### src/hw/rtl/rmj_pkg.sv
package rmj_pkg;

	localparam int DataW = 32;
	localparam int FracW = 16;
	localparam int CfgW = 17;
	localparam logic [CfgW-1:0] MinRangeSqReset = 17'd7;

	localparam int SqW = 2 * DataW;
	localparam int RootW = DataW;
	localparam int SqRemW = RootW + 3;
	localparam int CW = 2 * DataW;
	localparam int DenW = SqW + RootW;
	localparam int QW = DataW;
	localparam int NumW = DenW + QW;
	localparam int NLanes = 6;
	localparam int SqrtCells = RootW;
	localparam int DivCells = QW;

	localparam int LnRangeX = 0;
	localparam int LnRangeY = 1;
	localparam int LnBearX = 2;
	localparam int LnBearY = 3;
	localparam int LnRateX = 4;
	localparam int LnRateY = 5;

	typedef struct packed {
		logic inv;
		logic [SqW-1:0] s;
		logic [SqW-1:0] sh;
		logic [SqRemW-1:0] rem;
		logic [RootW-1:0] root;
		logic [DataW-1:0] px;
		logic [DataW-1:0] py;
		logic [CW-1:0] cm;
		logic nx;
		logic ny;
		logic nc;
	} sq_t;

	typedef struct packed {
		logic neg;
		logic ov;
		logic [DenW-1:0] den;
		logic [DenW-1:0] rem;
		logic [QW-1:0] lo;
		logic [QW-1:0] q;
	} lane_t;

	typedef struct packed {
		logic inv;
		lane_t [NLanes-1:0] lane;
	} dv_t;

	typedef struct packed {
		logic inv;
		logic [NLanes-1:0][DataW-1:0] e;
	} res_t;

endpackage

### src/hw/rtl/rmj_sqrt_cell.sv
module rmj_sqrt_cell (
	input  logic clk,
	input  logic arst_n,
	input  logic en,
	input  logic prev_v,
	input  rmj_pkg::sq_t prev_stage,
	output logic this_v,
	output rmj_pkg::sq_t this_stage
);
	import rmj_pkg::*;

	logic [SqRemW-1:0] rem2, trial;
	logic ge;
	sq_t nxt;

	always_comb begin
		rem2 = {prev_stage.rem[SqRemW-3:0], prev_stage.sh[SqW-1 -: 2]};
		trial = SqRemW'({prev_stage.root, 2'b01});
		ge = rem2 >= trial;
		nxt = prev_stage;
		nxt.rem = ge ? rem2 - trial : rem2;
		nxt.root = {prev_stage.root[RootW-2:0], ge};
		nxt.sh = {prev_stage.sh[SqW-3:0], 2'b00};
	end

	always_ff @(posedge clk or negedge arst_n) begin
		if (!arst_n) begin
			this_v <= 1'b0;
		end else if (en) begin
			this_v <= prev_v;
		end
	end

	always_ff @(posedge clk) begin
		if (en) begin
			this_stage <= nxt;
		end
	end

endmodule

### config.mk
export PLATFORM = sky130hd
export DESIGN_NAME = rmj_sqrt_cell
export DESIGN_NICKNAME = d
export VERILOG_FILES = /design/src/hw/rtl/rmj_pkg.sv /design/src/hw/rtl/rmj_sqrt_cell.sv
export SDC_FILE = /design/constraint.sdc
export NUM_CORES = 1
export LEC_CHECK = 0
export ABC_AREA = 0
export BUFFER_PORTS_ARGS = -buffer_cell sky130_fd_sc_hd__buf_4
export CAP_MARGIN = 10
export CORE_AREA = 2 2 260 262
export CTS_CLUSTER_DIAMETER = 60
export CTS_CLUSTER_SIZE = 10
export DETAILED_ROUTE_END_ITERATION = 16
export DIE_AREA = 0 0 262 264
export PLACE_DENSITY = 0.36
export SYNTH_ARGS = -nofsm -noshare
export SYNTH_HDL_FRONTEND = slang
export SYNTH_SLANG_ARGS = --single-unit
### constraint.sdc
create_clock -name clk -period 1.85 [get_ports clk]
set_clock_uncertainty 0.1 [all_clocks]
set_input_delay 0.0925 -clock clk [delete_from_list [all_inputs] [get_ports clk]]
set_output_delay 0.0925 -clock clk [all_outputs]
set_load 0.01 [all_outputs]
==> impl_metrics.tcl, run 1 <==
set metrics [dict create \
    status "finished, violations left" \
    failed_checks "hold timing, setup timing" \
    drtAntennaViolNets 0 \
    leakagePower_nw 10.46 \
    synthFlopType "edfxtp_1" \
    fmax_mhz 490.9 \
    via_count 10700 \
    synth.most_common_cell "edfxtp_1" \
    wl_met2_mm 30.63 \
    place_area_um2 19660 \
    async_flop_share 0.003067 \
    end_kind "register" \
    wl_met3_mm 4.651 \
    hold_violations 1 \
    cts_root_buf "clkbuf_16" \
    gp_congestion 0.8105 \
    post_drt_via_cell_ratio 3.840 \
    grt_max_degree 59 \
    worst_slack_ns -0.1870 \
    worstReg2RegStart "this_v" \
    finalCriticalPeriod_ns 2.037 \
    reg2reg_slack_ns 0.97 \
    ir_worst_vdd_uv 574.2 \
    nets 2238 \
    finalCritPeriodShare 1.101 \
    wl_mm 58.16 \
    fin_cells 2787 \
    drc 0 \
    crit_fanout 6 \
    grt_use_total 0.1616 \
    grt_pass1_vias 11390 \
    worst_ep_required_time_ns 2.05 \
    yosys.area.top_type "edfxtp_1" \
    rr_endpoint "this_v" \
    drt-initial-drc-count 612 \
    layout-drive-gt1-share 0.5200 \
    seq_area_frac_synth 0.7989 \
    syn2layout_area_growth_pct 103.7 \
    antenna_found_initial 16 \
    worstRegToRegCells 1 \
    cap_viol_max_count 0 \
    clock_latency_ns 0.56 \
    row_count 95 \
    syn_area_um2 12250 \
    yosys-top-cells-area "edfxtp_1 80%, ha_1 3.5%, a21oi_1 1.9%" \
    multi_input_area_um2 2841 \
    ys_seq_elements 326 \
    fillers 6584 \
    power_mw 22.27 \
    clk_pin_slew_ns 0.06 \
    grt_pass1_wl_mm 80.05 \
    fin_util 0.3749 \
    boundaryPins 659 \
    holdWs_ns -0.2119 \
    cts_tree "built" \
    synth_commonest_cells "325 x edfxtp_1, 46 x a21oi_1, 46 x inv_1" \
    core_um2 66560 \
    wl_per_cell_um 20.87 \
    numPortBuffers 654 \
    dpl.hpwl_mm 45.38 \
    synth_cell_types 61 \
    synth-edff-count 325 \
    crit_start "prev_stage[163]" \
    crit_path_start_kind "primary input" \
    initial_utilization 0.1840 \
    grt_setup_unrepaired "true" \
    clock_sinks 326 \
    die_x_um 262 \
    placed_cells 2358 \
    drt-pass1-iter-count 4 \
    die_area_um2 69170 \
    synth_cells 697 \
    top_layer_used "met5" \
    finalMaxSlewViolations 0 \
    wl_met1_mm 21.25 \
    hp-class "primary input to register" \
    htreeDepth 2 \
    gr-total-overflow 0 \
    yosys_warnings 0 \
    syn_avg_cell_area_um2 17.57 \
    cts_buffers 46 \
    p_per_area_nw_per_um2 892.5 \
    stdcell_area_um2 24950 \
    die_h_um 264 \
    seqCellArea_um2 9784 \
    synth.top_cell.area_share 0.7968 \
    clock_path_buffers 3 \
    cp-endpoint "this_stage[177]" \
    arrival_ns 2.24 \
    setup_violations 35 \
    path_class "primary input to register" \
]
worst min path at each step:
| stage | startpoint | endpoint | cells after the start |
|---|---|---|---|
| 6_report | prev_stage[261] | this_stage[164] | 3 |
| 5_1_grt | prev_stage[261] | this_stage[164] | 3 |
| 4_1_cts | prev_stage[170] | this_stage[172] | 2 |
| 3_5_place_dp | arst_n | this_v | 1 |
| 3_3_place_gp | arst_n | this_v | 1 |
| 2_1_floorplan | arst_n | this_v | 0 |
sequential cells by signal, summed over array words and instances (netlist names):
name / count
this_stage: 325
this_v: 1
critical path: stages:
cell	delay, ns
buf_8	0.10
ha_4	0.26
o21a_1	0.16
o211ai_1	0.12
a311o_1	0.37
a211oi_2	0.29
o31ai_2	0.12
o21ai_4	0.22
buf_6	0.19
mux2_4	0.31
through the flow:
step / TNS [ns] / setup WS, ns
global placement: -29.78 / -0.9289
CTS: -4.139 / -0.2108
global route: -7.579 / -0.2861
detailed placement: -30.15 / -0.9580
finish: -4.029 / -0.1870
floorplan: -12.94 / -0.4626
report_power, final:
group          total [mW]  internal, mW  switching, mW
combinational        4.65          2.59           2.07
sequential           9.08          8.89          0.194
clock                8.53          5.14           3.40
total                22.3          16.6           5.66
per-layer routing:
layer,track usage,up-vias
met3,0.04932,85
met2,0.2988,396
li1,-,5041
met5,0,-
met4,0.04611,6
met1,0.1755,5173
layout make-up:
class,count,share of cell area
clock inverter,17,0.008976
sequential,326,0.3921
clock buffer,60,0.04824
inverter,46,0.007522
timing repair buffer,1140,0.3843
tap,873,0.04378
multi-input combinational,313,0.1139
antenna,12,0.001203
cell usage in the layout (no fill, tap or decap), types with 4 or more instances in the layout:
cell type and n:
clkbuf_1 14, diode_2 12, a21oi_2 26, o21ai_0 14
a21oi_1 20, nand2_1 20, xor2_1 8, bufinv_16 4
clkbuf_16 46, nand4_1 9, inv_2 7, nor3_1 8
a21o_1 8, buf_4 787, nor2_4 12, ha_1 13
a21oi_4 4, o21ai_1 6, xnor2_1 20, edfxtp_1 325
and3_1 5, o211ai_1 5, or3_1 4, dlygate4sd3_1 328
nor2_2 7, nor2_1 26, ha_4 20, buf_6 9
inv_1 37, buf_12 11, mux2_4 11, buf_8 5
kinds of logic after synthesis:
group,synth area share
mux,0.01379
buf+inv,0.02135
compound gates,0.06600
simple gates,0.04280
flops,0.7989
fa+ha+maj,0.03473
xor+xnor,0.02217
other cells,0.0003062
what timing repair did:
item                       CTS  global route
setup endpoints to repair   36            36
gates cloned                 0             0
hold buffers               326             2
buffers inserted            10             2
pin swaps                    8             5
hold endpoints to repair   445             3
gates resized for setup     80            20
No activity file was read; power rests on OpenSTA's default activity.
==> run 2, diff against run 1 <==
==> config.mk (replaced) <==
export PLATFORM = sky130hd
export DESIGN_NAME = rmj_sqrt_cell
export DESIGN_NICKNAME = d
export VERILOG_FILES = /design/src/hw/rtl/rmj_pkg.sv /design/src/hw/rtl/rmj_sqrt_cell.sv
export SDC_FILE = /design/constraint.sdc
export NUM_CORES = 1
export LEC_CHECK = 0
export ABC_AREA = 1
export BUFFER_PORTS_ARGS = -buffer_cell sky130_fd_sc_hd__buf_4
export CAP_MARGIN = 10
export CORE_AREA = 2 2 256 258
export CTS_CLUSTER_DIAMETER = 60
export CTS_CLUSTER_SIZE = 10
export DETAILED_ROUTE_END_ITERATION = 16
export DIE_AREA = 0 0 258 260
export PLACE_DENSITY = 0.38
export SYNTH_ARGS = -nofsm -noshare
export SYNTH_HDL_FRONTEND = slang
export SYNTH_SLANG_ARGS = --single-unit
==> run 2 against run 1 <==
  * The flow now finishes without violations
  * Via count grew 11%
  * Critical path depth increased by 3
  * Sequential share of layout area grew 0.23 points
  * Critical path type unchanged
  * Highest routed layer unchanged
==> impl_metrics.tcl, run 2 <==
set metrics [dict create \
    synth-edff-count 325 \
    die_x_um 258 \
    final_cell_mix "791 x buf_4, 330 x dlygate4sd3_1, 325 x edfxtp_1" \
    dp_slack_ns -0.5741 \
    stdcell_area_um2 24810 \
    cts_buffers 46 \
    finalCriticalPeriod_ns 1.738 \
    critical_path.cell_chain "buf_4, inv_1, dlygate4sd3_1, buf_4, ha_1, nand4_1, nor3_1, nor2_1, nand2_4, inv_4, buf_12, nand2_1, nand2_1" \
    end_kind "register" \
    critPathMaxStageDelay_ns 0.54 \
    boundaryPins 659 \
    fin_util 0.3869 \
    synth_cell_types 29 \
    top_register "this_stage" \
    placed_cells 2638 \
    fin_cells 3043 \
    dpl.hpwl_mm 51.41 \
    cts_tree "built" \
    largest_reg_flops 325 \
    arrival_ns 1.94 \
    wl_mm 64.44 \
    setup_tns_ns 0 \
    holdWs_ns 0.05440 \
    internal_power_mw 16.11 \
    worst_slack_ns 0.1117 \
    post_drt_via_cell_ratio 3.892 \
    yosys-top-cells-area "edfxtp_1 76%, nand2_1 8.9%, inv_1 3.7%" \
    core_um2 64120 \
    yosys_warnings 0 \
    p_sw_frac 0.2591 \
    synth.top_cell.area_share 0.7562 \
    ir_worst_vdd_uv 517.0 \
    async_flop_share 0.003067 \
    grt_max_degree 58 \
    grt_pass1_wl_mm 88.25 \
    clock_latency_ns 0.55 \
    die_area_um2 67080 \
    numPortBuffers 654 \
    cpMaxStageDelayCell "dlygate4sd3_1" \
    hp-class "primary input to register" \
    gp_congestion 0.8439 \
    crit_fanout 10 \
    grt_setup_unrepaired "false" \
    drc 0 \
    layout-drive-gt1-share 0.4053 \
    nets 2526 \
    finalMaxSlewViolations 0 \
    place_area_um2 20090 \
    worstRegToRegCells 1 \
    seq_area_frac_synth 0.7581 \
    drt-initial-drc-count 652 \
    hold_violations 0 \
    power_frac_comb 0.202 \
    synth.most_common_cell "edfxtp_1" \
    drt-pass1-iter-count 5 \
    clock_path_buffers 3 \
    clk_pin_slew_ns 0.05 \
    htreeDepth 2 \
    pwr-share-seq 0.418 \
    worst_ep_required_time_ns 2.05 \
    synth_commonest_cells "325 x edfxtp_1, 305 x nand2_1, 126 x inv_1" \
    worstHoldPathCells 5 \
    power_mw 21.75 \
    p_switching_mw 5.635 \
    syn_avg_cell_area_um2 13.08 \
    finalCritPeriodShare 0.9396 \
    cp.buffers_inverters 6 \
    die_h_um 260 \
    status "complete, no violations" \
    grt_use_total 0.1845 \
    fillers 6391 \
    clkPwrFrac 0.380 \
    cap_viol_max_count 0 \
    worstMarginPinSlew_ns 0.5847 \
    grt_pass1_vias 12550 \
    wl_per_cell_um 21.18 \
    via_count 11840 \
    final_common_cell "buf_4" \
    leakagePower_nw 11.23 \
    cts_root_buf "clkbuf_16" \
    drtAntennaViolNets 0 \
    synth_cells 987 \
    yosys.area.top_type "edfxtp_1" \
    crit_path_start_kind "primary input" \
    path_depth 13 \
    p_per_area_nw_per_um2 876.7 \
    slew_headroom 0.6061 \
    ys_seq_elements 326 \
    critPathTopFamily "buffers and inverters" \
    row_count 93 \
    clock_sinks 326 \
    setup_violations 0 \
    path_class "primary input to register" \
    gr-total-overflow 0 \
    synthFlopType "edfxtp_1" \
    top_regs "this_stage x325, this_v x1" \
    antenna_found_initial 27 \
    syn2layout_area_growth_pct 92.21 \
    syn_area_um2 12910 \
    fmax_mhz 575.3 \
    initial_utilization 0.2013 \
]
## run 2: changes by cell type in the layout (fill, tap and decap cells not counted), sizes merged, moves of 6 or more
cell	delta
a21o	-6
xnor2	-19
o211ai	-6
nor2	+16
mux2	-11
nand2	+286
buf	-9
nand3b	+8
inv	+85
o21ai	-14
xor2	+6
a21oi	-21
clkbuf	-11
nand3	+33
## run 2: cells by family after synthesis
group / synth area share
xor gates and xnor gates: 0.01222
adders and majority gates: 0.03296
buffers and inverters: 0.04382
AOI/OAI and AO/OA: 0.01813
DFF: 0.7581
other: 0.0002906
muxes: 0.0008725
and+or+nand+nor: 0.1336
## run 2: path summary, 6_finish.rpt
kind                              endpoint  slack [ns]             from
setup / recovery           this_stage[184]        0.11  prev_stage[261]
hold / removal             this_stage[174]        0.05  prev_stage[172]
setup reg to reg                    this_v        0.99           this_v
hold reg to reg                     this_v        0.44           this_v
max in group asynchronous           this_v        1.21           arst_n
min in group asynchronous           this_v        0.34           arst_n
## run 2: what timing repair did
item | CTS | global route
setup buffers | 0 | 0
hold endpoints to repair | 347 | 0
resized for setup | 0 | 7
hold buffers | 330 | 0
endpoints found under the setup margin | 0 | 35
## run 2: power groups by stage
stage / combinational [mW] / sequential [mW] / clock [mW]
finish: 4.40 / 9.09 / 8.26
global route: 4.73 / 9.15 / 8.84
CTS: 4.48 / 9.10 / 8.58
detailed placement: 3.82 / 9.23 / 0
global placement: 3.81 / 9.24 / 0
floorplan: 0.807 / 9.55 / 0
## run 2: area by class of cell
cell class	count	area, um2	area share
Multi-Input combinational cell	523	2595	0.1046
Timing Repair Buffer	1133	9477	0.3820
Antenna cell	7	17.52	0.0007061
Clock buffer	49	1162	0.04686
Inverter	131	494.2	0.01992
Clock inverter	19	206.4	0.008322
Tap cell	855	1070	0.04313
Sequential cell	326	9784	0.3944
## run 2: per-layer routing
layer | track usage | part of all wire | vias to the layer above
li1 | - | - | 5697
met1 | 0.2065 | 0.38 | 5600
met2 | 0.3296 | 0.51 | 401
met3 | 0.05458 | 0.069 | 118
met4 | 0.07049 | 0.039 | 28
met5 | 0 | 0.0029 | -
